$ cat src/hw/rtl/seps_pkg.sv
`timescale 1ns / 1ps
// ----------------------------------------------------------------------------
// seps_pkg
// Shared constants, codes and helpers of the shape emission point sampler.
// ----------------------------------------------------------------------------
package seps_pkg;

    localparam int FRAC_BITS_DEF = 16;

    // sin/cos series: terms and pipeline depth of one sin/cos unit
    localparam int SERIES_TERMS = 8;
    localparam int SC_LAT       = 3 * SERIES_TERMS + 4;

    localparam logic [31:0] PI_Q30  = 32'hC90F_DAA2;
    localparam logic [30:0] Q30_ONE = 31'h4000_0000;

    // shape codes
    localparam logic [3:0] SHAPE_SPHERE   = 4'd0;
    localparam logic [3:0] SHAPE_HEMI     = 4'd1;
    localparam logic [3:0] SHAPE_CONE     = 4'd2;
    localparam logic [3:0] SHAPE_BOX      = 4'd3;
    localparam logic [3:0] SHAPE_CIRCLE   = 4'd4;
    localparam logic [3:0] SHAPE_EDGE     = 4'd5;
    localparam logic [3:0] SHAPE_CYLINDER = 4'd6;
    localparam logic [3:0] SHAPE_TORUS    = 4'd7;

    // emit_from codes
    localparam logic [1:0] EMIT_VOLUME = 2'd0;
    localparam logic [1:0] EMIT_SHELL  = 2'd1;
    localparam logic [1:0] EMIT_EDGE   = 2'd2;

    // configuration register indexes
    localparam logic [2:0] CFG_SHAPE_TYPE  = 3'd0;
    localparam logic [2:0] CFG_EMIT_FROM   = 3'd1;
    localparam logic [2:0] CFG_RADIUS      = 3'd2;
    localparam logic [2:0] CFG_SWEEP_ANGLE = 3'd3;
    localparam logic [2:0] CFG_LENGTH      = 3'd4;
    localparam logic [2:0] CFG_TORUS_MAJOR = 3'd5;
    localparam logic [2:0] CFG_BOX_SIZE    = 3'd6;

    localparam int BOX_FACES = 6;

    localparam logic signed [31:0] OUT_MAX = 32'sd67108863;
    localparam logic signed [31:0] OUT_MIN = -32'sd67108864;

    typedef struct packed {
        logic signed [26:0] z;
        logic signed [26:0] y;
        logic signed [26:0] x;
    } t_xyz;

    // series divisors for term k
    function automatic int sin_den(input int k);
        return (2 * k) * (2 * k + 1);
    endfunction

    function automatic int cos_den(input int k);
        return (2 * k - 1) * (2 * k);
    endfunction

    function automatic logic signed [26:0] sat_out(input logic signed [31:0] v);
        logic signed [31:0] t;
        t = v;
        if (t > OUT_MAX) t = OUT_MAX;
        if (t < OUT_MIN) t = OUT_MIN;
        return t[26:0];
    endfunction

endpackage

$ cat src/hw/rtl/seps_sqrt.sv
`timescale 1ns / 1ps
// ----------------------------------------------------------------------------
// seps_sqrt
// Pipelined floor square root of a 16-bit fraction scaled to 2*FRAC_BITS
// bits; one root bit per stage.
// ----------------------------------------------------------------------------
module seps_sqrt #(
    parameter int FRAC_BITS = seps_pkg::FRAC_BITS_DEF
) (
    input  logic                 i_clk,
    input  logic                 i_en,
    input  logic [15:0]          i_u,
    output logic [FRAC_BITS-1:0] o_root
);

    localparam int RW = 2 * FRAC_BITS;
    localparam int EW = FRAC_BITS + 2;

    logic [RW-1:0]        r_v    [FRAC_BITS];
    logic [EW-1:0]        r_rem  [FRAC_BITS];
    logic [FRAC_BITS-1:0] r_root [FRAC_BITS];

    for (genvar i = 0; i < FRAC_BITS; i++) begin : g_bit
        logic [RW-1:0]        v_in;
        logic [EW-1:0]        rem_in;
        logic [FRAC_BITS-1:0] root_in;
        logic [EW+1:0]        tmp, trial;
        logic                 take;

        if (i == 0) begin : g_first
            assign v_in    = RW'(i_u) << (RW - 16);
            assign rem_in  = '0;
            assign root_in = '0;
        end else begin : g_next
            assign v_in    = r_v[i-1];
            assign rem_in  = r_rem[i-1];
            assign root_in = r_root[i-1];
        end

        always_comb begin
            tmp   = {rem_in, v_in[RW-1-2*i -: 2]};
            trial = (EW+2)'({root_in, 2'b01});
            take  = (tmp >= trial);
        end

        always_ff @(posedge i_clk) begin
            if (i_en) begin
                r_v[i]    <= v_in;
                r_rem[i]  <= take ? EW'(tmp - trial) : EW'(tmp);
                r_root[i] <= {root_in[FRAC_BITS-2:0], take};
            end
        end
    end

    assign o_root = r_root[FRAC_BITS-1];

endmodule

$ cat config.mk
export PLATFORM = sky130hd
export DESIGN_NAME = seps_sqrt
export DESIGN_NICKNAME = d
export VERILOG_FILES = /design/src/hw/rtl/seps_pkg.sv /design/src/hw/rtl/seps_sqrt.sv
export SDC_FILE = /design/constraint.sdc
export NUM_CORES = 1
export LEC_CHECK = 0
export ABC_AREA = 0
export BUFFER_PORTS_ARGS = -buffer_cell sky130_fd_sc_hd__buf_2
export CAP_MARGIN = 20
export CORE_MARGIN = 1.5
export CORE_UTILIZATION = 47
export CTS_CLUSTER_DIAMETER = 40
export DETAILED_ROUTE_END_ITERATION = 8
export GPL_TIMING_DRIVEN = 0
export PLACE_DENSITY_LB_ADDON = 0.08
export SETUP_SLACK_MARGIN = 0.05
export SYNTH_ARGS = -nofsm -noshare
export SYNTH_HDL_FRONTEND = slang
export SYNTH_SLANG_ARGS = --single-unit
$ cat constraint.sdc
create_clock -name i_clk -period 6.7 [get_ports i_clk]
set_input_delay 1.34 -clock i_clk [delete_from_list [all_inputs] [get_ports i_clk]]
set_output_delay 1.34 -clock i_clk [all_outputs]
set_load 0.005 [all_outputs]
=== Word level (Yosys, flattened, before mapping) ===
Memory sizes are Yosys's and may differ from the RTL's.
Cells that the tools add are included.

* Flip-flop bits (word level): 0
* Bits in latches: 0
* RAM bits: 1,056
* Bits in read-only memories: 0
* Bits of input ports: 18
* Output and inout port bits: 16
* Word-level logic and storage cells: 53
* Memories: 3

{| class="wikitable"
|+ Memories
! name !! depth !! bits a word !! rd ports !! clocked after memory_dff !! wr ports !! line !! RTL
|-
| r_v || 16 || 32 || 15 || 0 || 16 || seps_sqrt.sv:19 || <nowiki>logic [RW-1:0] r_v [FRAC_BITS];</nowiki>
|-
| r_rem || 16 || 18 || 15 || 0 || 16 || seps_sqrt.sv:20 || <nowiki>logic [EW-1:0] r_rem [FRAC_BITS];</nowiki>
|-
| r_root || 16 || 16 || 16 || 0 || 16 || seps_sqrt.sv:21 || <nowiki>logic [FRAC_BITS-1:0] r_root [FRAC_BITS];</nowiki>
|}

* Add/subtract/negate cells: 16
* Multiply operators: 0
* Divide/modulo/power cells: 0
* $lt $le $gt $ge: 16
* Eq/ne operators: 0
* Shift-type cells: 0
* Mux-type cells: 18
* Bitwise gates (word level): 0
* Reduce and logical (&&, ||, !) cells: 0

{| class="wikitable"
|+ Operator list
! kind !! number
|-
| greater-or-equal comparator 20 x 18 -> 1 bit || 15
|-
| two-way mux 18 bit || 16
|-
| subtractor 18 bit || 15
|-
| subtractor 2 x 1 -> 3 bit, second input constant || 1
|-
| greater-or-equal comparator 2 x 1 -> 1 bit, second input constant || 1
|-
| two-way mux 1 bit || 2
|}

=== Longest topological paths before layout ===
An unclocked memory read counts as a cell.

* Word-level depth: 3
* Gate-level depth with buffers: 12

=== Worst setup path before layout ===
Ideal clock, no wire load.

* Kind: register -> register
* Start point: memory r_rem[1][90] (netlist name)
* End point: memory r_rem[1][115] (netlist name), data pin
* Arrival: 2,569 ps
* Required time: 6,440 ps
* Slack: 3,872 ps
* Cell stages (with the launch flop): 10
* Buffers on the path: 1
* Period minus slack after synthesis: 2,828 ps
* Cell sequence: edfxtp_1 -> ha_1 -> fa_1 -> a21o_1 -> nand3_1 -> a21oi_1 -> o41ai_2 -> nand2_1 -> buf_2 -> mux2_2

{| class="wikitable"
|+ RTL lines
! what !! line
|-
| start, declared || seps_sqrt.sv:20
|}

==> run_results.csv <==
group,metric,value,unit
clock_tree,cts_tree,"yes",
synth,ys_ff_latch,435,
sta,period_share,53.1,%
worst_setup_path,path_cells,"ha_1 -> fa_1 -> a21oi_1 -> o211ai_1 -> a41o_1 -> a21oi_1 -> buf_2 -> mux2_2",
clock_tree,clock_sinks,435,
place,place_ws,3.24,ns
place,port_buffers,33,
synth,synth.area.top_cells,"edfxtp_1 59%, ha_1 7.7%, xnor2_1 3.5%, mux2_2 2.8%, inv_1 2.8%",
drt,first_iter_violations,939,
clock_tree,cts_resized,0,
synth,ys.flop_type,"edfxtp_1",
drt,avgRoutedWirePerCell,15.7,microns
synth,syn_inst,1801,
global_route,antenna_found_initial,0,
hold_path,hold_path.class,"reg2reg",
sta,finalSetupViolCount,0,
synth,synth_most_common_cell,"edfxtp_1",
synth,syn_area_per_cell,12.4,sq um
finish,seq_area,13100,sq um
floorplan,io_pins,34,
worst_setup_path,timing.critical_path.slowest_stage_cell,"a21oi_1",
global_route,grt_max_degree,105,
sta,rsz0062_at_grt,"false",
finish,multi_input_area,8470,sq um
synth,ys_async_sr_fraction,0,%
sta,worst_pin_slew,0.781,ns
drt,viasPerCell,5.34,
worst_setup_path,startpoint_type,"flop",
sta,fin_ws,3.14,ns
finish,final_nets,2077,
floorplan,fp.dieH,221,microns
floorplan,die_w,221,microns
synth,yosysSeqAreaShare,58.6,%
floorplan,rows,79,
global_route,overflow,0,
worst_setup_path,cp-end-kind,"flop",
sta,finalHoldViolations,0,
synth,synth.top_cell.area_share,58.6,%
sta,skew,0.0258,ns
synth,synth_common_cells,"435 x edfxtp_1, 164 x inv_1, 138 x ha_1",
synth,ys_warn_count,0,
worst_setup_path,cp_slowest_stage_delay,0.58,ns
worst_setup_path,path_class,"reg2reg",
worst_setup_path,crit_top_cell,"a21oi_1",
synth,synthesis.nets,1964,
global_route,grt_usage,16.8,%
clock_tree,htree_levels,3,
power,p_leak,0.0100,uW
sta,timing.setup.tns,0,ns
clock_tree,cts_setup_buffers,0,
sta,slew_headroom,47.2,%
finish,area_growth,16.4,%
global_route,grt_pass1_wl,67100,microns
synth,synth_edf_count,435,
drt,final_antenna_net_count,0,
clock_tree,path_clk_slew,0.05,ns
worst_setup_path,critPathRequiredTime,7.01,ns
finish,stdcell_count,2579,
job,cap_violations,0,
synth,mappedNetlistArea,22300,sq um
drt,drt_wl_total,40500,microns
floorplan,coreArea,46700,sq um
status,outcome,"complete, no violations",
place,dp.cells,2445,
worst_setup_path,cp_max_fo,10,
clock_tree,clock_path_buffers,3,
sta,final_max_slew_viol_count,0,
drt,drc,0,
place,gp_congestion,0.883,
sta,min_period,3.56,ns
drt,drtPass1Iterations,5,
synth,ys_types,79,
floorplan,die_area,48800,sq um
floorplan,initial_core_util,47.8,%
clock_tree,clock_latency,0.58,ns
clock_tree,root_buffer,"clkbuf_16",
clock_tree,numCtsBuffers,74,
power,ir_worst_vdd,0.249,mV
synth,synth_top_area_cell,"edfxtp_1",
sta,whs,0.414,ns
clock_tree,ctsHoldBuffers,0,
place,hpwlAfterDp,29400,microns
global_route,grt_pass1_vias,13500,
power,power_density,332,nW/um^2
worst_setup_path,cp.arrival,3.87,ns
finish,drive_gt1_share,12.8,%
drt,vias,13800,
finish,n_fill_cell,3919,
finish,diodes,0,
sta,max_freq,0.281,GHz
[registers in the layout, indices dropped and copies added (netlist names)]
signal,flops
r_rem,243
r_v,56
r_root,136
[metrics by stage]
stage               total power (uW)  util, %  cell area (sq um)
floorplan                       4430        -              22300
global placement                4770     49.8              23200
detailed placement              4770     50.0              23300
CTS                             8730     55.7              26000
global route                    9030     55.7              26000
finish                          8620     55.7              26000
[layout by cell type (no fill, tap or decap), types with 41 or more instances in the layout]
master     synthesis  layout
nand2_1           96      96
clkbuf_16          0      79
mux2_2            56      56
ha_1             138     138
edfxtp_1         435     435
a21oi_1          105     105
inv_1            164     164
xnor2_1           90      90
nor3_1            49      49
o21ai_0           85      85
xor2_1            69      69
nor2_1           116     116
buf_2              9      41
[final cells by class]
type,count,area share [%]
inverters,167,2.41
plain buffers,30,0.535
well taps,607,2.92
multi-input cells,1169,32.6
clock inverters,52,2.44
flip-flops and latches,435,50.3
clock buffers,82,7.66
repair buffers,37,1.10
[power breakdown]
group | switching [uW] | internal [uW]
Sequential | 187 | 3390
Clock | 1320 | 2580
Combinational | 626 | 518
[path summary, 6_finish.rpt]
check	slack (ns)	to	from	cells past startpoint
worst max-delay path	3.14	r_rem[1][82]	r_rem[1][54]	8
worst min-delay path	0.41	r_v[0][208]	r_v[0][176]	0
worst max register to register	3.14	r_rem[1][82]	r_rem[1][54]	8
worst min register to register	0.41	r_v[0][208]	r_v[0][176]	0
[kinds of logic (layout without fill, tap and decap cells)]
kind of cell / after synthesis / count (layout) / share of synthesized area, %
flops: 435 / 435 / 58.6
simple gates: 457 / 457 / 10.4
mux: 63 / 63 / 3.15
other cells: 1 / 1 / 0.0168
compound gates: 344 / 344 / 9.77
buf+inv: 197 / 368 / 3.43
fa+ha+maj: 145 / 145 / 8.37
xor+xnor: 159 / 159 / 6.24
[worst max-delay path: cells and delay by family (launching register included)]
family,cells,cell delay [ns]
buffers and inverters,1,0.36
adder cells (fa/ha/maj),2,0.69
flip-flops,1,0.47
AO/OA/AOI/OAI,4,1.42
multiplexers,1,0.36
[routing by layer]
layer	routed length [microns]	global-route usage, %	up-vias
met1	18700	22.4	6562
met4	907	6.14	0
met5	0	0	-
li1	-	-	6925
met3	1590	3.16	79
met2	19200	27.7	217
Power figures use the tool's default switching activity.
